**src/hdl/pr4d_pkg.sv**
```systemverilog
// ----------------------------------------------------------------------------
// pr4d_pkg
// Shared constants, types and the arctangent table of the 4-D plane rotation.
// ----------------------------------------------------------------------------
`default_nettype none

package pr4d_pkg;

  // Point geometry
  localparam int DIM     = 4;   // active axes, 2..4
  localparam int NCOORD  = 4;   // coordinate fields on the ports
  localparam int COORD_W = 24;
  localparam int AXIS_W  = 2;
  localparam int ANGLE_W = 16;

  // CORDIC datapath
  localparam int CORDIC_STEPS = 16;  // 8..24
  localparam int TABLE_LEN    = 24;
  localparam int GUARD        = 8;
  localparam int PRE_W        = COORD_W + 1;   // pre-rotated pair, negation safe
  localparam int XW           = 36;            // holds pair gain times CORDIC gain
  localparam int ZW           = 32;            // residual angle, 2^-32 turn

  // Gain correction: floor((v * GAIN + 2^37) / 2^38)
  localparam int GAIN_W   = 30;
  localparam int LO_W     = 18;
  localparam int HI_W     = XW - LO_W;
  localparam int PH_W     = HI_W + GAIN_W + 1;
  localparam int PL_W     = LO_W + 1 + GAIN_W + 1;
  localparam int SUM_W    = PH_W + LO_W + 1;
  localparam int G_SHIFT  = 38;
  localparam int R_W      = SUM_W - G_SHIFT;
  localparam logic signed [GAIN_W:0] GAIN_INV = 31'sd652032875;

  // Queue between front and back
  localparam int QDEPTH = 2;
  localparam int QPTR_W = $clog2(QDEPTH);
  localparam int QCNT_W = $clog2(QDEPTH + 1);

  // Configuration port
  localparam int ADDR_W = 4;
  localparam int DATA_W = 32;

  typedef enum logic [1:0] {
    REG_PLANE_FIRST  = 2'd0,
    REG_PLANE_SECOND = 2'd1,
    REG_TURN_ANGLE   = 2'd2
  } pr4d_reg_e;

  typedef logic signed [COORD_W-1:0] pr4d_coord_t;

  typedef struct packed {
    logic [AXIS_W-1:0]  plane_first;
    logic [AXIS_W-1:0]  plane_second;
    logic [ANGLE_W-1:0] turn_angle;
  } pr4d_cfg_t;

  // One item inside the rotation pipeline
  typedef struct packed {
    logic                       rot;
    logic [AXIS_W-1:0]          a;
    logic [AXIS_W-1:0]          b;
    pr4d_coord_t [NCOORD-1:0]   c;
    logic signed [XW-1:0]       x;
    logic signed [XW-1:0]       y;
    logic signed [ZW-1:0]       z;
  } pr4d_stage_t;

  function automatic logic signed [ZW-1:0] atan_turn(input int i);
    logic signed [ZW-1:0] t;
    unique case (i)
      0:       t = 32'sh20000000;
      1:       t = 32'sh12E4051D;
      2:       t = 32'sh09FB385B;
      3:       t = 32'sh051111D4;
      4:       t = 32'sh028B0D43;
      5:       t = 32'sh0145D7E1;
      6:       t = 32'sh00A2F61E;
      7:       t = 32'sh00517C55;
      8:       t = 32'sh0028BE53;
      9:       t = 32'sh00145F2E;
      10:      t = 32'sh000A2F98;
      11:      t = 32'sh000517CC;
      12:      t = 32'sh00028BE6;
      13:      t = 32'sh000145F3;
      14:      t = 32'sh0000A2F9;
      15:      t = 32'sh0000517C;
      16:      t = 32'sh000028BE;
      17:      t = 32'sh0000145F;
      18:      t = 32'sh00000A2F;
      19:      t = 32'sh00000517;
      20:      t = 32'sh0000028B;
      21:      t = 32'sh00000145;
      22:      t = 32'sh000000A2;
      23:      t = 32'sh00000051;
      default: t = '0;
    endcase
    return t;
  endfunction

endpackage

`default_nettype wire

```
**src/hdl/pr4d_queue.sv**
```systemverilog
// ----------------------------------------------------------------------------
// pr4d_queue
// Short FIFO that decouples the front from the rotation pipeline.
// ----------------------------------------------------------------------------
`default_nettype none

module pr4d_queue (
  input  logic                    clk_i,
  input  logic                    rst_ni,
  input  logic                    push_i,
  input  pr4d_pkg::pr4d_stage_t   push_data_i,
  output logic                    full_o,
  input  logic                    pop_i,
  output logic                    valid_o,
  output pr4d_pkg::pr4d_stage_t   head_o
);
  import pr4d_pkg::*;

  pr4d_stage_t       slot_q [QDEPTH];
  logic [QPTR_W-1:0] wr_ptr_q, rd_ptr_q;
  logic [QCNT_W-1:0] cnt_q;
  logic              do_pop;

  assign full_o  = (cnt_q == QCNT_W'(QDEPTH));
  assign valid_o = (cnt_q != '0);
  assign head_o  = slot_q[rd_ptr_q];
  assign do_pop  = pop_i && valid_o;

  always_ff @(posedge clk_i) begin
    if (push_i) begin
      slot_q[wr_ptr_q] <= push_data_i;
    end
  end

  always_ff @(posedge clk_i or negedge rst_ni) begin
    if (!rst_ni) begin
      wr_ptr_q <= '0;
      rd_ptr_q <= '0;
      cnt_q    <= '0;
    end else begin
      if (push_i) wr_ptr_q <= (int'(wr_ptr_q) == QDEPTH - 1) ? '0 : wr_ptr_q + 1'b1;
      if (do_pop) rd_ptr_q <= (int'(rd_ptr_q) == QDEPTH - 1) ? '0 : rd_ptr_q + 1'b1;
      cnt_q <= cnt_q + QCNT_W'(push_i) - QCNT_W'(do_pop);
    end
  end

endmodule

`default_nettype wire

```
**config.mk**
```make
export PLATFORM = sky130hd
export DESIGN_NAME = pr4d_queue
export DESIGN_NICKNAME = d
export VERILOG_FILES = /design/src/hdl/pr4d_pkg.sv /design/src/hdl/pr4d_queue.sv
export SDC_FILE = /design/constraint.sdc
export NUM_CORES = 1
export LEC_CHECK = 0
export ABC_AREA = 1
export BUFFER_PORTS_ARGS = -buffer_cell sky130_fd_sc_hd__buf_2
export CORE_MARGIN = 4
export CORE_UTILIZATION = 25
export DETAILED_ROUTE_END_ITERATION = 7
export PLACE_DENSITY_LB_ADDON = 0.1
export SYNTH_ARGS = -nofsm -noshare
export SYNTH_HDL_FRONTEND = slang
export SYNTH_SLANG_ARGS = --single-unit
```
**constraint.sdc**
```tcl
create_clock -name clk_i -period 24.4 [get_ports clk_i]
set_input_delay 1.22 -clock clk_i [delete_from_list [all_inputs] [get_ports clk_i]]
set_output_delay 1.22 -clock clk_i [all_outputs]
set_load 0.005 [all_outputs]
```
Word level (Yosys, flattened, before mapping)
Memories as Yosys holds them, arrays and structs flattened.
Index checks and enable logic that the tools add are counted.
{ "totals": {"reg_bits": 4, "ram_bits": 410, "input_bits": 209, "memories": 1} }
{ "op_classes": {"n_addsub": 4, "n_eq_ne": 1, "mux": 4, "reduce_logical": 2} }
{ "memory_table": {"columns": ["memory", "words", "word_bits", "rd", "rd_clocked_by_memory_dff", "write_ports", "line", "source"], "rows": [
  ["slot_q", 2, 205, 1, 0, 1, "pr4d_queue.sv:19", "pr4d_stage_t slot_q [QDEPTH];"]
]} }
{ "ops": {"columns": ["operator", "count"], "rows": [
  ["$mux W1", 4],
  ["$add A1 B1 Y1 const B", 2],
  ["$add A2 B1 Y2", 1],
  ["$eq A2 B2 Y1 const B", 1],
  ["$reduce_bool A2 Y1", 1],
  ["$sub A2 B1 Y2", 1],
  ["$logic_and A1 B1 Y1", 1]
]} }

Logic depth before layout (Yosys ltp)
{ "logic_depth": {"depth_word": 3, "ltp_mapped": 10, "depth_no_buf": 10} }

Worst setup path after synthesis
No wires, ideal clock.
{ "synth_timing": {"kind": "in2reg", "startpoint": "input push_i", "endpoint": "memory slot_q[0][0] (netlist name), enable pin", "setup_time_ns": 0.779, "arrival_ns": 9.826, "t_required_ns": 23.621, "setup_slack_ns": 13.795, "path_stages": 2, "n_path_buf": 0, "cell_sequence": "inv_1 nor2_1"} }
{ "synth_between": {"elab_chain_cells": 2} }
{ "synth_lines": {"columns": ["item", "line", "source"], "rows": [
  ["from (decl)", "pr4d_queue.sv:10", "input logic push_i,"],
  ["$mux W1", "pr4d_queue.sv:30", "if (push_i) begin"],
  ["$mux W1 (not written as such)", "pr4d_queue.sv:31", "slot_q[wr_ptr_q] <= push_data_i;"],
  ["to (decl)", "pr4d_queue.sv:19", null]
]} }
Every way passes these cells.

==> flow_summary.yaml <==
clocking:
  cts-buffers-inserted: 48
  postCtsSetupBuffers: 0
  cts.path.max_buffers: 3
  htreeDepth: 2
  cts_root_buffer: "clkbuf_16"
  clkSinkCount: 414
  clk_pin_slew_ns: 0.05
  worstSkewPairLatency_ns: 0.57
  cts_hold_buf: 0
  cts_resized: 0
  cts_tree: "done"
global_routing:
  grt_pass1_wl_mm: 58.8
  grt_pass1_vias: 9415
  gr-total-overflow: 0
  grt.total_usage: 0.120
  grt_max_degree: 99
  antenna_found_initial: 16
power:
  p_leak_nw: 8.22
  p_int_mw: 1.54
  seqPwrFrac: 0.429
  ir_drop_mv: 0.0510
  combPwrFrac: 0.281
  clkPwrFrac: 0.290
  p_per_area_mw_per_mm2: 118
  p_sw_mw: 0.744
  swShare: 0.325
floorplanning:
  start_util: 0.252
  coreArea_mm2: 0.0602
  die_area_mm2: 0.0647
  ios: 416
  rows: 90
  dieHeight_um: 254
  die_w_um: 254
worst_setup_path:
  critPathMaxFanout: 84
  regToRegStartpoint: "wr_ptr_q"
  required_ns: 23.18
  cp_num_buf_inv: 3
  crit_arrival_ns: 3.09
  crit_chain: "inv_6 > buf_4 > nand2_1 > nand2_1 > buf_2"
  crit_path_start: "rd_ptr_q"
  cp_slowest_cell: "buf_4"
  path_class: "flop to primary output"
  path_delay_family: "buffers and inverters"
  setup.worst_path.end_class: "primary output"
  startpoint_type: "flop"
  max_stage_delay_ns: 0.84
  cp_common_cell: "nand2_1"
route:
  wl_mm: 40.8
  drt_iter0_markers: 373
  drt_pass1_iterations: 4
  wire_per_inst_um: 17.4
  viasPerCell: 4.04
  vias: 9501
  ant_nets: 0
  drc_errors: 0
final_layout:
  area_growth_pct: 28.0
  register_area_mm2: 0.0124
  finalNetCount: 1742
  mostFrequentLayoutCell: "nand2_1"
  layout-drive-gt1-share: 0.311
  multi_input_area_mm2: 0.00240
  final_cell_mix: "625 x nand2_1, 415 x buf_2, 410 x edfxtp_1"
  fillers: 6120
job:
  cap_violations: 0
timing:
  finalSetupTns_ns: 0
  finalWorstPathRequiredPeriod_ns: 4.31
  setup_violations: 0
  slew_headroom: 0.277
  max_freq_mhz: 232
  fin_crit_sh: 0.177
  worst_slew_pin_slew_ns: 1.09
  fin_hold_ws_ns: 0.442
  rsz0062_at_grt: "no"
  hold_viol_final: 0
  skew_ns: 0.0183
  slew_violations: 0
placed_design:
  io_buffers: 415
  dpl.hpwl_mm: 25.7
  place_congestion: 0.706
synthesis:
  yosysWarnings: 0
  yosysUniqueCellTypes: 13
  synth_area_per_cell_um2: 13.8
  syn_area_mm2: 0.0152
  ys_seq_elements: 414
  syn-num-nets: 1311
  ys_seq_area_frac: 0.817
  netlist_instances: 1100
hold_path:
  hold_path.class: "primary input to asynchronous set/reset pin"
outcome:
  status: "finished clean"
## routing by layer
metal / global-route usage / vias up / share of wire
met1: 0.152 / 4490 / 0.42
met4: 0.0351 / 22 / 0.019
met3: 0.0552 / 78 / 0.10
met5: 0 / - / 0.0035
li1: - / 4594 / -
met2: 0.188 / 317 / 0.46
## metrics by stage
step                total power [mW]  instance area, um^2  worst slack [ns]   util  instances
floorplan                       1.38                15200             13.79      -       1100
global placement                1.68                18000             20.14  0.299       2263
detailed placement              1.68                18000             20.22  0.299       2263
CTS                             2.36                19400             19.83  0.322       2346
global route                    2.45                19400             19.70  0.322       2346
finish                          2.29                19400             20.09  0.323       2352
## synth_stat cells
library cell / number / area share
nand2_1: 625 / 0.15
edfxtp_1: 410 / 0.81
buf_2: 26 / 0.0086
buf_6: 16 / 0.012
inv_1: 8 / 0.0020
dfrtp_1: 4 / 0.0066
buf_4: 2 / 0.00099
ha_1: 2 / 0.0016
nand3_1: 2 / 0.00066
nor2_1: 2 / 0.00049
buf_8: 1 / 0.00099
inv_4: 1 / 0.00041
xor2_1: 1 / 0.00058
## registers in the layout, indices dropped and copies added, names as in the netlist
name,flops
slot_q,410
wr_ptr_q,1
rd_ptr_q,1
cnt_q,2
## path summary, 6_finish.rpt
path / slack (ns) / depth (start not counted) / to
worst min-delay path: 0.44 / 1 / wr_ptr_q
max in group asynchronous: 23.82 / 1 / rd_ptr_q
worst max-delay path: 20.09 / 5 / head_o[77]
min in group clk_i: 0.54 / 1 / wr_ptr_q
worst min register to register: 0.54 / 1 / wr_ptr_q
worst max register to register: 21.33 / 4 / slot_q[1][97]
## final cells by class
cell class / instances / share of cell area
diodes: 6 / 0.000772
multi-input cells: 632 / 0.124
flip-flops and latches: 414 / 0.639
well taps: 782 / 0.0503
clock buffers: 64 / 0.0660
repair buffers: 426 / 0.111
inverters: 9 / 0.00238
clock inverters: 19 / 0.00727
## cell families (layout without fill, tap and decap cells)
group,after synthesis,count (layout),synth area share
buf+inv,54,518,0.0248
fa+ha+maj,2,2,0.00165
other cells,0,6,0
simple gates,629,629,0.156
flops,414,414,0.817
xor+xnor,1,1,0.000577
## power groups by stage
| stage | sequential (mW) | combinational (mW) | clock (mW) |
|---|---|---|---|
| finish | 0.982 | 0.642 | 0.663 |
| floorplan | 1.02 | 0.357 | 0 |
| global placement | 0.996 | 0.679 | 0 |
| CTS | 0.984 | 0.680 | 0.693 |
| global route | 0.994 | 0.737 | 0.724 |
| detailed placement | 0.998 | 0.678 | 0 |
Note: power is estimated with default switching activity, not from simulation.
