File: src/hdl/pr4d_pkg.sv
// ----------------------------------------------------------------------------
// pr4d_pkg
// Shared constants, types and the arctangent table of the 4-D plane rotation.
// ----------------------------------------------------------------------------
`default_nettype none

package pr4d_pkg;

  // Point geometry
  localparam int DIM     = 4;   // active axes, 2..4
  localparam int NCOORD  = 4;   // coordinate fields on the ports
  localparam int COORD_W = 24;
  localparam int AXIS_W  = 2;
  localparam int ANGLE_W = 16;

  // CORDIC datapath
  localparam int CORDIC_STEPS = 16;  // 8..24
  localparam int TABLE_LEN    = 24;
  localparam int GUARD        = 8;
  localparam int PRE_W        = COORD_W + 1;   // pre-rotated pair, negation safe
  localparam int XW           = 36;            // holds pair gain times CORDIC gain
  localparam int ZW           = 32;            // residual angle, 2^-32 turn

  // Gain correction: floor((v * GAIN + 2^37) / 2^38)
  localparam int GAIN_W   = 30;
  localparam int LO_W     = 18;
  localparam int HI_W     = XW - LO_W;
  localparam int PH_W     = HI_W + GAIN_W + 1;
  localparam int PL_W     = LO_W + 1 + GAIN_W + 1;
  localparam int SUM_W    = PH_W + LO_W + 1;
  localparam int G_SHIFT  = 38;
  localparam int R_W      = SUM_W - G_SHIFT;
  localparam logic signed [GAIN_W:0] GAIN_INV = 31'sd652032875;

  // Queue between front and back
  localparam int QDEPTH = 2;
  localparam int QPTR_W = $clog2(QDEPTH);
  localparam int QCNT_W = $clog2(QDEPTH + 1);

  // Configuration port
  localparam int ADDR_W = 4;
  localparam int DATA_W = 32;

  typedef enum logic [1:0] {
    REG_PLANE_FIRST  = 2'd0,
    REG_PLANE_SECOND = 2'd1,
    REG_TURN_ANGLE   = 2'd2
  } pr4d_reg_e;

  typedef logic signed [COORD_W-1:0] pr4d_coord_t;

  typedef struct packed {
    logic [AXIS_W-1:0]  plane_first;
    logic [AXIS_W-1:0]  plane_second;
    logic [ANGLE_W-1:0] turn_angle;
  } pr4d_cfg_t;

  // One item inside the rotation pipeline
  typedef struct packed {
    logic                       rot;
    logic [AXIS_W-1:0]          a;
    logic [AXIS_W-1:0]          b;
    pr4d_coord_t [NCOORD-1:0]   c;
    logic signed [XW-1:0]       x;
    logic signed [XW-1:0]       y;
    logic signed [ZW-1:0]       z;
  } pr4d_stage_t;

  function automatic logic signed [ZW-1:0] atan_turn(input int i);
    logic signed [ZW-1:0] t;
    unique case (i)
      0:       t = 32'sh20000000;
      1:       t = 32'sh12E4051D;
      2:       t = 32'sh09FB385B;
      3:       t = 32'sh051111D4;
      4:       t = 32'sh028B0D43;
      5:       t = 32'sh0145D7E1;
      6:       t = 32'sh00A2F61E;
      7:       t = 32'sh00517C55;
      8:       t = 32'sh0028BE53;
      9:       t = 32'sh00145F2E;
      10:      t = 32'sh000A2F98;
      11:      t = 32'sh000517CC;
      12:      t = 32'sh00028BE6;
      13:      t = 32'sh000145F3;
      14:      t = 32'sh0000A2F9;
      15:      t = 32'sh0000517C;
      16:      t = 32'sh000028BE;
      17:      t = 32'sh0000145F;
      18:      t = 32'sh00000A2F;
      19:      t = 32'sh00000517;
      20:      t = 32'sh0000028B;
      21:      t = 32'sh00000145;
      22:      t = 32'sh000000A2;
      23:      t = 32'sh00000051;
      default: t = '0;
    endcase
    return t;
  endfunction

endpackage

`default_nettype wire

File: src/hdl/pr4d_cfg.sv
// ----------------------------------------------------------------------------
// pr4d_cfg
// APB register file: rotation plane axes and turn angle.
// ----------------------------------------------------------------------------
`default_nettype none

module pr4d_cfg (
  input  logic                         clk_i,
  input  logic                         rst_ni,
  input  logic                         psel,
  input  logic                         penable,
  input  logic                         pwrite,
  input  logic [pr4d_pkg::ADDR_W-1:0]  paddr,
  input  logic [pr4d_pkg::DATA_W-1:0]  pwdata,
  output logic [pr4d_pkg::DATA_W-1:0]  prdata,
  output logic                         pready,
  output pr4d_pkg::pr4d_cfg_t          cfg_o
);
  import pr4d_pkg::*;

  pr4d_cfg_t cfg_q;
  pr4d_reg_e sel;
  logic      wr_en;

  assign sel    = pr4d_reg_e'(paddr[ADDR_W-1:2]);
  assign wr_en  = psel && penable && pwrite;
  assign pready = 1'b1;
  assign cfg_o  = cfg_q;

  always_ff @(posedge clk_i or negedge rst_ni) begin
    if (!rst_ni) begin
      cfg_q.plane_first  <= AXIS_W'(0);
      cfg_q.plane_second <= AXIS_W'(1);
      cfg_q.turn_angle   <= '0;
    end else if (wr_en) begin
      unique case (sel)
        REG_PLANE_FIRST:  cfg_q.plane_first  <= pwdata[AXIS_W-1:0];
        REG_PLANE_SECOND: cfg_q.plane_second <= pwdata[AXIS_W-1:0];
        REG_TURN_ANGLE:   cfg_q.turn_angle   <= pwdata[ANGLE_W-1:0];
        default: ;
      endcase
    end
  end

  always_comb begin
    unique case (sel)
      REG_PLANE_FIRST:  prdata = DATA_W'(cfg_q.plane_first);
      REG_PLANE_SECOND: prdata = DATA_W'(cfg_q.plane_second);
      REG_TURN_ANGLE:   prdata = DATA_W'(cfg_q.turn_angle);
      default:          prdata = '0;
    endcase
  end

endmodule

`default_nettype wire

File: config.mk
export PLATFORM = sky130hd
export DESIGN_NAME = pr4d_cfg
export DESIGN_NICKNAME = d
export VERILOG_FILES = /design/src/hdl/pr4d_pkg.sv /design/src/hdl/pr4d_cfg.sv
export SDC_FILE = /design/constraint.sdc
export NUM_CORES = 1
export LEC_CHECK = 0
export BUFFER_PORTS_ARGS = -buffer_cell sky130_fd_sc_hd__buf_4
export CAP_MARGIN = 40
export CELL_PAD_IN_SITES_DETAIL_PLACEMENT = 0
export CELL_PAD_IN_SITES_GLOBAL_PLACEMENT = 2
export CORE_MARGIN = 3
export CORE_UTILIZATION = 20
export CTS_BUF_LIST = sky130_fd_sc_hd__clkbuf_16
export CTS_CLUSTER_DIAMETER = 150
export DETAILED_ROUTE_END_ITERATION = 10
export GPL_TIMING_DRIVEN = 0
export PLACE_DENSITY = 0.82
export SETUP_SLACK_MARGIN = 0.05
export SYNTH_ARGS = -nofsm -noshare
export SYNTH_HDL_FRONTEND = slang
export SYNTH_SLANG_ARGS = --single-unit
File: constraint.sdc
create_clock -name clk_i -period 1.01 [get_ports clk_i]
set_input_delay 0.101 -clock clk_i [delete_from_list [all_inputs] [get_ports clk_i]]
set_output_delay 0.101 -clock clk_i [all_outputs]
set_load 0.05 [all_outputs]
# ---- Word level (Yosys, flattened, before mapping)
# Cells that the tools add are included.
dict set report op_classes {
  muxes 1
  eq_ne 2
  reduce_logical 6
}
# operator count
set ops {}
lappend ops {{16-bit case mux with 3 select lines} 1}
lappend ops {{2-bit AND reduction} 3}
lappend ops {{2-bit by 1-bit == test with 1-bit output (second input constant)} 1}
lappend ops {{2-bit == test (second input constant)} 1}
lappend ops {{1-bit logical AND} 2}
lappend ops {{2-bit logical NOT} 1}
dict set report totals {
  output_inout_bits 53
  word_cells 12
  inputBits 41
  ff_bits 20
}

# ---- Logic depth before layout (Yosys ltp)
# Gate-level depths: netlist of run 1.
dict set report depth {
  ltp_word 3
  ltp_mapped 5
  ltp_nobuf 3
}

# ---- Worst setup path after synthesis of run 1
# Ideal clock, no wire load.
dict set report synth_path {
  path_type {register to output}
  start {register cfg_q (netlist bit cfg_o[16])}
  end {output prdata[0] (netlist name)}
  t_arrival_ps 1897
  path_stages_with_launch 3
  setup_slack_ps -988
  required_ps 909
  path_cell_list {dfstp_2 -> mux2i_1 -> o21ai_0}
}
dict set report synth_between {
  elab_chain_cells 1
}
# item line_no
set synth_rtl {}
lappend synth_rtl {{start, declared} pr4d_cfg.sv:21} ;# pr4d_cfg_t cfg_q;
lappend synth_rtl {{16-bit case mux with 3 select lines} pr4d_cfg.sv:46} ;# unique case (sel)
lappend synth_rtl {{end, declared} pr4d_cfg.sv:15} ;# output logic [pr4d_pkg::DATA_W-1:0] prdata,
# No other way between the ends.

# ---- Final worst setup path of run 1
# Same ends and word-level chain as after synthesis.

==> summary.md, run 1 <==
| Metric | Value |
|---|---|
| Synth async-reset ratio | `100%` |
| Worst clock skew | `0 ns` |
| Synth top area cells | `dfrtp_1, mux2_2, buf_4` |
| Die Ht | `just under 80 µm` |
| Crit path kind | `reg2out` |
| Worst setup SP type | `register` |
| Final setup fails | `20` |
| PortBufs | `57` |
| Global route overflow | `0` |
| Netlist cell types | `17` |
| Hold Vio Cnt, Final | `0` |
| Peak VDD IR | `about 0.0008 V` |
| CTS HTree Levels | `1` |
| Synth top cells by count | `mux2_2, dfrtp_1, buf_4, and2_1` |
| Leakage | `roughly 0.0011 µW` |
| Gpl congestion | `between 0.7 and 0.8` |
| Initial Util | `21.6%` |
| Cell area after synthesis | `between 1000 and 1500 µm²` |
| Dominant synthesized flop cell | `dfrtp_1` |
| Initial antenna violation count | `0` |
| Max-cap violations | `0` |
| Most common cell in the netlist | `mux2_2` |
| Synth-to-layout area growth | `103%` |
| Post-synthesis mux area share | `~23%` |
| GR Util met1 | `approximately 12%` |
| Violated checks | `negative setup slack` |
| Critical Path RT | `between 0.9 and 1 ns` |
| Post-synthesis simple-gate area fraction | `a little over an eighth` |
| Sequential area share after synthesis | `around 47%` |
| Vias per inst | `3.77` |
| CTS Root Cell | `clkbuf_16` |
| GR met3 Demand/Resource | `2.04%` |
| Status | `finished, violations left` |
| TritonCTS clock tree | `yes` |
| Crit path max fanout | `2` |
| I/O pin cnt | `94` |
| Final nets | `between 200 and 250` |
| RSZ-0062 raised after global routing | `true` |
| WL final | `about 3.1 mm` |
| Fmax | `0.795 GHz` |
| Total chip power | `4460 µW` |
| Synth Area in XOR/XNOR | `0%` |
| Final Cycle Share | `124%` |
| Vias in the first global route | `about 1000` |
| DR iter-0 viols | `2` |
| Die Footprint | `about 6200 µm²` |
| Met2 GRT Util | `between 10% and 20%` |
| Antenna viol nets, final | `0` |
| Max-slew violations | `0` |
| Ys Warns | `0` |
| Die W | `79.1 µm` |
| Clock Sink Count | `20` |
| Final WS setup | `-0.247 ns` |
| Via count | `between 900 and 1000` |
| Hold Slack | `approximately 0.084 ns` |
| Max FFs per register | `20` |
| Gr busiest metal | `met2` |
| Synth area leader | `dfrtp_1` |
| Crit path DAT | `around 1.2 ns` |
| Synthesized area per cell | `~12 µm²` |
| Share of cells above drive strength 1 | `between 80 and 90%` |
| First-pass GRT wire length | `around 4.9 mm` |
| Fin crit period | `about 1.3 ns` |
| Clk Latency, worst-skew pair | `0.25 ns` |
| Synth Area in Adders | `0%` |
| Worst setup EP type | `primary output` |
| HP Class | `in2reg` |
| Drt drc | `0` |
| #FFs+latches synth | `20` |
| Post-synth top area share | `between 40 and 50%` |
| P per Cell Area | `2060 nW/µm²` |
| Core ar. | `about 4900 µm²` |
| Reg clk slew, reported paths | `~0.060 ns` |
| Syn Inst Count | `just under 90` |
| Maximum clock path buffer count | `2` |
| Initial DRT Pass Iterations | `3` |
| Largest family of logic cells by synthesized area | `multiplexers` |
| Pin count of the biggest net entering global routing | `21` |
| Ant. Diodes | `0` |
| Site Rows | `25` |
| Post-synthesis compound-gate area fraction | `0.938%` |
| Inserted Clock Buffers | `3` |
| Total GRT Usage | `approximately a tenth` |
| Routed WL per cell | `about 13 µm` |
| EDFF count, synth | `0` |
## area by class of cell
class | instances | area, µm²
Sequential cell | 20 | 523
Multi-Input combinational cell | 62 | 599
Fill cell | 494 | 2770
Tap cell | 67 | 83.8
Timing Repair Buffer | 73 | 712
Clock buffer | 3 | 75.1
Buffer | 20 | 173
Clock inverter | 1 | 3.75
## metal layers
layer	routed length (µm)	vias up
li1	-	440
met1	1180	441
met2	1710	46
met3	234	0
met4	0	0
met5	0	-
## where the power goes
group	switching (µW)	total, µW	internal, µW
Combinational	1370	2440	1080
Sequential	179	1210	1030
Clock	285	811	526
Total	1830	4460	2630
## cells in the final DEF (no fill, tap or decap)
| master | count |
|---|---|
| dfrtp_1 | 2 |
| dfstp_2 | 1 |
| mux2_4 | 16 |
| conb_1 | 17 |
| mux2_2 | 4 |
| inv_1 | 1 |
| nor3b_4 | 1 |
| and2b_4 | 1 |
| dfrtp_2 | 17 |
| nor3_1 | 1 |
| dlygate4sd3_1 | 1 |
| mux2i_2 | 2 |
| clkbuf_16 | 3 |
| or3b_1 | 1 |
| o21ai_4 | 2 |
| buf_8 | 7 |
| nand3_4 | 1 |
| buf_4 | 50 |
| buf_6 | 35 |
| and2_4 | 14 |
| nand2_1 | 2 |
## critical path: stages, from the launching register on
cell	delay, ns
dfstp_2	0.53
mux2i_2	0.08
o21ai_4	0.13
buf_6	0.17
## timing repair
item | in CTS | in global routing
buffers inserted | 14 | 3
setup endpoints to repair | 48 | 28
hold endpoints to repair | 19 | 0
hold buffers | 1 | 0
resized for setup | 35 | 13
pin swaps | 2 | 0
## final timing paths
kind | start | endpoint | slack [ns] | cells past startpoint
worst max-delay path | cfg_o[16] | prdata[0] | -0.25 | 3
worst max register to register | cfg_o[7] | cfg_o[7] | 0.08 | 2
max in group asynchronous | rst_ni | cfg_o[16] | 0.44 | 2
worst min-delay path | pwdata[9] | cfg_o[9] | 0.08 | 2
worst min register to register | cfg_o[9] | cfg_o[9] | 0.55 | 1
min in group asynchronous | rst_ni | cfg_o[15] | 0.29 | 2
## logic make-up after synthesis
| family | after synthesis |
|---|---|
| other | 2 |
| buffers and inverters | 20 |
| AOI/OAI and AO/OA | 2 |
| and+or+nand+nor | 21 |
| DFF | 20 |
| muxes | 22 |
## metrics by stage
| stage | cell area (µm²) | cells | TNS (ns) | setup WS (ns) | utilization [%] |
|---|---|---|---|---|---|
| after global placement | 1800 | 226 | -7.93 | -0.471 | 36.4 |
| final | 2170 | 246 | -1.25 | -0.247 | 43.9 |
| after floorplan | 1290 | 102 | -3.24 | -0.269 | - |
| after global routing | 2170 | 246 | -1.77 | -0.269 | 43.9 |
| after CTS | 2120 | 245 | -1.32 | -0.262 | 43.0 |
| after detailed placement | 1800 | 226 | -8.55 | -0.494 | 36.4 |
Power figures use the tool's default switching activity.
==> inputs of run 2 (changes only) <==
--- a/config.mk
+++ b/config.mk
@@ -5,7 +5,7 @@
 export SDC_FILE = /design/constraint.sdc
 export NUM_CORES = 1
 export LEC_CHECK = 0
-export BUFFER_PORTS_ARGS = -buffer_cell sky130_fd_sc_hd__buf_4
+export BUFFER_PORTS_ARGS = -buffer_cell sky130_fd_sc_hd__buf_2
 export CAP_MARGIN = 40
 export CELL_PAD_IN_SITES_DETAIL_PLACEMENT = 0
 export CELL_PAD_IN_SITES_GLOBAL_PLACEMENT = 2
@@ -16,6 +16,7 @@
 export DETAILED_ROUTE_END_ITERATION = 10
 export GPL_TIMING_DRIVEN = 0
 export PLACE_DENSITY = 0.82
+export REMOVE_ABC_BUFFERS = 1
 export SETUP_SLACK_MARGIN = 0.05
 export SYNTH_ARGS = -nofsm -noshare
 export SYNTH_HDL_FRONTEND = slang
==> constraint.sdc (replaced) <==
create_clock -name clk_i -period 1.25 [get_ports clk_i]
set_input_delay 0.125 -clock clk_i [delete_from_list [all_inputs] [get_ports clk_i]]
set_output_delay 0.125 -clock clk_i [all_outputs]
set_load 0.05 [all_outputs]
==> run 2 against run 1 <==
- the run still ends with negative setup slack left
- combinational power decreased by 45%
- final area decreased by 32%
- sequential share of layout area increased by 10 points
- power decreased by 35%
- register-to-register slack improved by 0.35 ns
- critical path type unchanged
- critical endpoint unchanged
- largest cell class is now sequential cells
==> summary.md, run 2 (synthesis results as in run 1) <==
| Metric | Value |
|---|---|
| Synth-to-layout area growth | `37.6%` |
| First-pass GRT wire length | `between 3 and 4 mm` |
| Die Footprint | `between 6000 and 7000 µm²` |
| Pin count of the biggest net entering global routing | `21` |
| Initial DRT Pass Iterations | `2` |
| Worst clock skew | `0 ns` |
| Critical Path RT | `1.12 ns` |
| Inserted Clock Buffers | `3` |
| Max-slew violations | `0` |
| Final nets | `between 150 and 200` |
| WL final | `2.46 mm` |
| PortBufs | `58` |
| Final WS setup | `-0.0478 ns` |
| Routed WL per cell | `~11 µm` |
| Clock Sink Count | `20` |
| Antenna viol nets, final | `0` |
| Peak VDD IR | `approximately 0.0011 V` |
| Worst hold path depth | `2` |
| Vias per inst | `approximately 3.7` |
| Initial Util | `a little over a fifth` |
| Filler cells | `between 500 and 600` |
| DP HPWL | `1.93 mm` |
| Core ar. | `~5000 µm²` |
| Drt drc | `0` |
| Commonest non-fill, non-tap cell in the layout | `buf_2` |
| Initial antenna violation count | `0` |
| I/O pin cnt | `94` |
| Crit path kind | `reg2out` |
| HP Class | `in2reg` |
| Worst setup EP type | `primary output` |
| Leakage | `0.000772 µW` |
| Critical Path, Cell by Cell | `mux2i_1 > o21ai_1 > buf_6` |
| Via count | `between 800 and 900` |
| Fin crit period | `roughly 1.3 ns` |
| RSZ-0062 raised after global routing | `true` |
| R2R cell count | `2` |
| Site Rows | `25` |
| Total GRT Usage | `8.02%` |
| CTS Root Cell | `clkbuf_16` |
| Crit path max fanout | `2` |
| DR iter-0 viols | `6` |
| Reg clk slew, reported paths | `~0.060 ns` |
| Fmax | `roughly 0.77 GHz` |
| Vias in the first global route | `833` |
| Ant. Diodes | `0` |
| Status | `finished, violations left` |
| Max FFs per register | `20` |
| Slowest CP cell | `dfstp_2` |
| CTS HTree Levels | `1` |
| Crit path DAT | `1.17 ns` |
| CP max stage delay | `0.52 ns` |
| Most frequent cells in the layout | `buf_2, mux2_2, dfrtp_1` |
| Setup WS pre-CTS | `-0.268 ns` |
| Max-cap violations | `0` |
| Clk Latency, worst-skew pair | `approximately 0.25 ns` |
| TritonCTS clock tree | `yes` |
| Die W | `a little under 80 µm` |
| Total chip power | `between 2000 and 3000 µW` |
| Hold Vio Cnt, Final | `0` |
| Maximum clock path buffer count | `2` |
| Final setup fails | `2` |
| Hold Slack | `0.103 ns` |
| Global route overflow | `0` |
| Worst setup SP type | `register` |
| Gpl congestion | `roughly 0.64` |
| P per Cell Area | `between 1500 and 2000 nW/µm²` |
| Final Cycle Share | `104%` |
| Violated checks | `negative setup slack` |
| Die Ht | `79.1 µm` |
| Share of cells above drive strength 1 | `59.5%` |
## run 2: changes by cell type in the layout (fill, tap and decap cells not counted), moves of 16 or more
cell / delta
buf_2: +56
buf_4: -48
buf_6: -32
mux2_2: +16
mux2_4: -16
dfrtp_2: -17
dfrtp_1: +17
## run 2: through the flow
step	area [µm²]	utilization, %	setup TNS, ns	std cells
after floorplan	966	-	-1.61	82
after global placement	1340	27.1	-9.83	207
after detailed placement	1350	27.3	-5.86	208
after CTS	1470	29.6	-0.174	215
after global routing	1470	29.7	-1.23	215
final	1470	29.7	-0.0524	215
## run 2: report_power, final
| part | internal [µW] | total [µW] | switching [µW] |
|---|---|---|---|
| Combinational | 330 | 1340 | 1010 |
| Clock | 426 | 654 | 229 |
| Sequential | 805 | 900 | 95.1 |
| Total | 1560 | 2890 | 1330 |
## run 2: final timing paths
path | start | to | slack (ns)
max | cfg_o[16] | prdata[0] | -0.05
min | pwdata[2] | cfg_o[2] | 0.10
max reg2reg | cfg_o[16] | cfg_o[16] | 0.43
min reg2reg | cfg_o[6] | cfg_o[6] | 0.52
max in group asynchronous | rst_ni | cfg_o[16] | 0.53
min in group asynchronous | rst_ni | cfg_o[13] | 0.37
## run 2: worst max-delay path: cells and delay by family, from the launching register on
family	cells	cell delay, ns
flip-flops	1	0.52
buffers and inverters	1	0.18
AO/OA/AOI/OAI	1	0.16
multiplexers	1	0.06
## run 2: area by class of cell
| type | count | area, µm² | share of cell area (%) |
|---|---|---|---|
| Timing Repair Buffer | 62 | 339 | 23.1 |
| Multi-Input combinational cell | 62 | 465 | 31.7 |
| Clock inverter | 1 | 3.75 | 0.256 |
| Clock buffer | 3 | 75.1 | 5.11 |
| Tap cell | 67 | 83.8 | 5.71 |
| Sequential cell | 20 | 502 | 34.2 |
## run 2: what timing repair did
action                     in CTS  in global routing
resized for setup               5                  1
setup endpoints to repair      24                 17
pin swaps                       2                  1
hold endpoints to repair       19                  0
hold buffers                    1                  0
setup buffers                   2                  0
## run 2: metal layers
metal	share of wire [%]	global-route usage [%]
met1	40	8.70
met2	49	14.8
met3	11	3.40
met4	0	1.03
met5	0	0
==> inputs of run 3 (changes only) <==
--- a/config.mk
+++ b/config.mk
@@ -16,7 +16,6 @@
 export DETAILED_ROUTE_END_ITERATION = 10
 export GPL_TIMING_DRIVEN = 0
 export PLACE_DENSITY = 0.82
-export REMOVE_ABC_BUFFERS = 1
 export SETUP_SLACK_MARGIN = 0.05
 export SYNTH_ARGS = -nofsm -noshare
 export SYNTH_HDL_FRONTEND = slang
==> run 3 against run 2 <==
- the run still ends with negative setup slack left
- combinational power grew 14%
- critical path type unchanged
- largest cell class is now buffers
- non-clock buffer count grew 24
- sequential share of layout area is 6.5 points lower
- power increased by 7.6%
- register-to-register slack worse by 0.10 ns
- utilization is 7.1 points higher
- setup slack improved by 0.015 ns
- sequential cell count unchanged
- clock skew stayed put
==> summary.md, run 3 (synthesis results as in run 1) <==
| Metric | Value |
|---|---|
| Status | `finished, violations left` |
| Violated checks | `negative setup slack` |
| DR iter-0 viols | `7` |
| Hold Vio Cnt, Final | `0` |
| DP HPWL | `roughly 2.0 mm` |
| Die Ht | `between 70 and 80 µm` |
| Gpl congestion | `0.657` |
| Max FFs per register | `20` |
| Critical Path RT | `between 1 and 1.5 ns` |
| Leakage | `slightly above 0.0009 µW` |
| Initial antenna violation count | `0` |
| Hold Slack | `around 0.10 ns` |
| Clock Sink Count | `20` |
| Setup WS pre-CTS | `-0.449 ns` |
| Critical Path, Cell by Cell | `mux2i_2 > o21ai_4 > buf_8` |
| Pin count of the biggest net entering global routing | `21` |
| Vias per inst | `around 3.7` |
| Crit path kind | `reg2out` |
| First-pass GRT wire length | `about 4 mm` |
| Share of cells above drive strength 1 | `between 70% and 80%` |
| Final setup fails | `1` |
| Peak VDD IR | `approximately 0.00088 V` |
| Fmax | `0.780 GHz` |
| WL final | `2.70 mm` |
| Max-cap violations | `0` |
| Crit path max fanout | `2` |
| Hold Path Sink | `cfg_o[2]` |
| Crit path DAT | `between 1 and 1.5 ns` |
| Multi-input gate area | `around 520 µm²` |
| Global route overflow | `0` |
| RSZ-0062 raised after global routing | `true` |
| I/O pin cnt | `94` |
| R2R cell count | `2` |
| Register area | `504 µm²` |
| Synth-to-layout area growth | `70.7%` |
| HP Class | `in2reg` |
| Slowest CP cell | `dfstp_2` |
| Maximum clock path buffer count | `2` |
| Site Rows | `25` |
| CP max stage delay | `roughly 0.53 ns` |
| Total GRT Usage | `8.36%` |
| Initial Util | `approximately 22%` |
| Filler cells | `513` |
| Reg2Reg Capture Point | `cfg_o[17]` |
| Max-slew violations | `0` |
| Hold path start | `pwdata[2]` |
| CTS HTree Levels | `1` |
| Final WS setup | `-0.0326 ns` |
| Clk Latency, worst-skew pair | `0.25 ns` |
| CTS Root Cell | `clkbuf_16` |
| TritonCTS clock tree | `yes` |
| Worst hold path depth | `2` |
| Inserted Clock Buffers | `3` |
| Routed WL per cell | `between 10 and 15 µm` |
| Die Footprint | `about 6200 µm²` |
| Reg clk slew, reported paths | `0.06 ns` |
| Worst setup EP type | `primary output` |
| Antenna viol nets, final | `0` |
| Worst R2R Start | `cfg_o[17]` |
| Ant. Diodes | `0` |
| P per Cell Area | `1710 nW/µm²` |
| Final Cycle Share | `103%` |
| Initial DRT Pass Iterations | `2` |
| Die W | `between 70 and 80 µm` |
| Vias in the first global route | `between 800 and 900` |
| PortBufs | `57` |
| Fin crit period | `about 1.3 ns` |
| FF-to-FF setup slack | `around 0.33 ns` |
| Via count | `873` |
| Drt drc | `0` |
| Final nets | `214` |
| Most frequent cells in the layout | `buf_2, buf_4, mux2_2` |
| Worst clock skew | `0 ns` |
| Commonest non-fill, non-tap cell in the layout | `buf_2` |
| Core ar. | `4940 µm²` |
| Worst setup SP type | `register` |
==> run 3: worst max-delay path, delay by kind of cell (launching register included) <==
family | cells | cell delay [ns]
flip-flops | 1 | 0.53
buffers and inverters | 1 | 0.16
AO/OA/AOI/OAI | 1 | 0.14
multiplexers | 1 | 0.08
==> run 3: power breakdown <==
group	leakage [µW]	total, µW	switching [µW]	internal [µW]
Sequential	0.000241	910	102	808
Combinational	0.000651	1530	1050	481
Clock	0.0000385	668	242	426
==> run 3: cell type report <==
type | count | area share (%)
multi-input cells | 62 | 28.6
well taps | 67 | 4.60
repair buffers | 66 | 25.5
flip-flops and latches | 20 | 27.7
plain buffers | 20 | 9.20
clock buffers | 3 | 4.12
clock inverters | 1 | 0.206
==> run 3: how the worst max path moves through the flow <==
stage                     slack (ns)   endpoint       from  depth (start not counted)
after global routing           -0.06  prdata[0]  cfg_o[16]                          3
final                          -0.03  prdata[0]  cfg_o[16]                          3
after detailed placement       -0.45  prdata[0]   paddr[3]                          6
after global placement         -0.47  prdata[0]   paddr[3]                          6
after floorplan                -0.07  prdata[0]  cfg_o[16]                          2
after CTS                      -0.04  prdata[0]  cfg_o[16]                          3
==> run 3: metrics by stage <==
stage | power, µW | cell area [µm²] | utilization [%] | setup TNS (ns) | cells
after floorplan | 2010 | 1170 | - | -0.0660 | 102
after global placement | 2300 | 1540 | 31.1 | -6.29 | 226
after CTS | 3090 | 1710 | 34.6 | -0.0407 | 235
final | 3110 | 1820 | 36.9 | -0.0326 | 239
after global routing | 3250 | 1820 | 36.9 | -0.0622 | 239
after detailed placement | 2310 | 1540 | 31.1 | -6.29 | 226
==> run 3: per-layer routing <==
metal  vias up  wire, µm  track usage (%)
met2        48      1290             14.6
li1        423         -                -
met5         -         0                0
met1       402      1130             10.4
met4         0         0                0
met3         0       285             3.29
==> run 3: timing repair <==
| item | 4_1_cts | 5_1_grt |
|---|---|---|
| pin swaps | 1 | 0 |
| hold buffers | 1 | 0 |
| setup endpoints to repair | 10 | 26 |
| resized for setup | 19 | 28 |
| endpoints found under the hold margin | 19 | 0 |
| setup buffers | 4 | 4 |
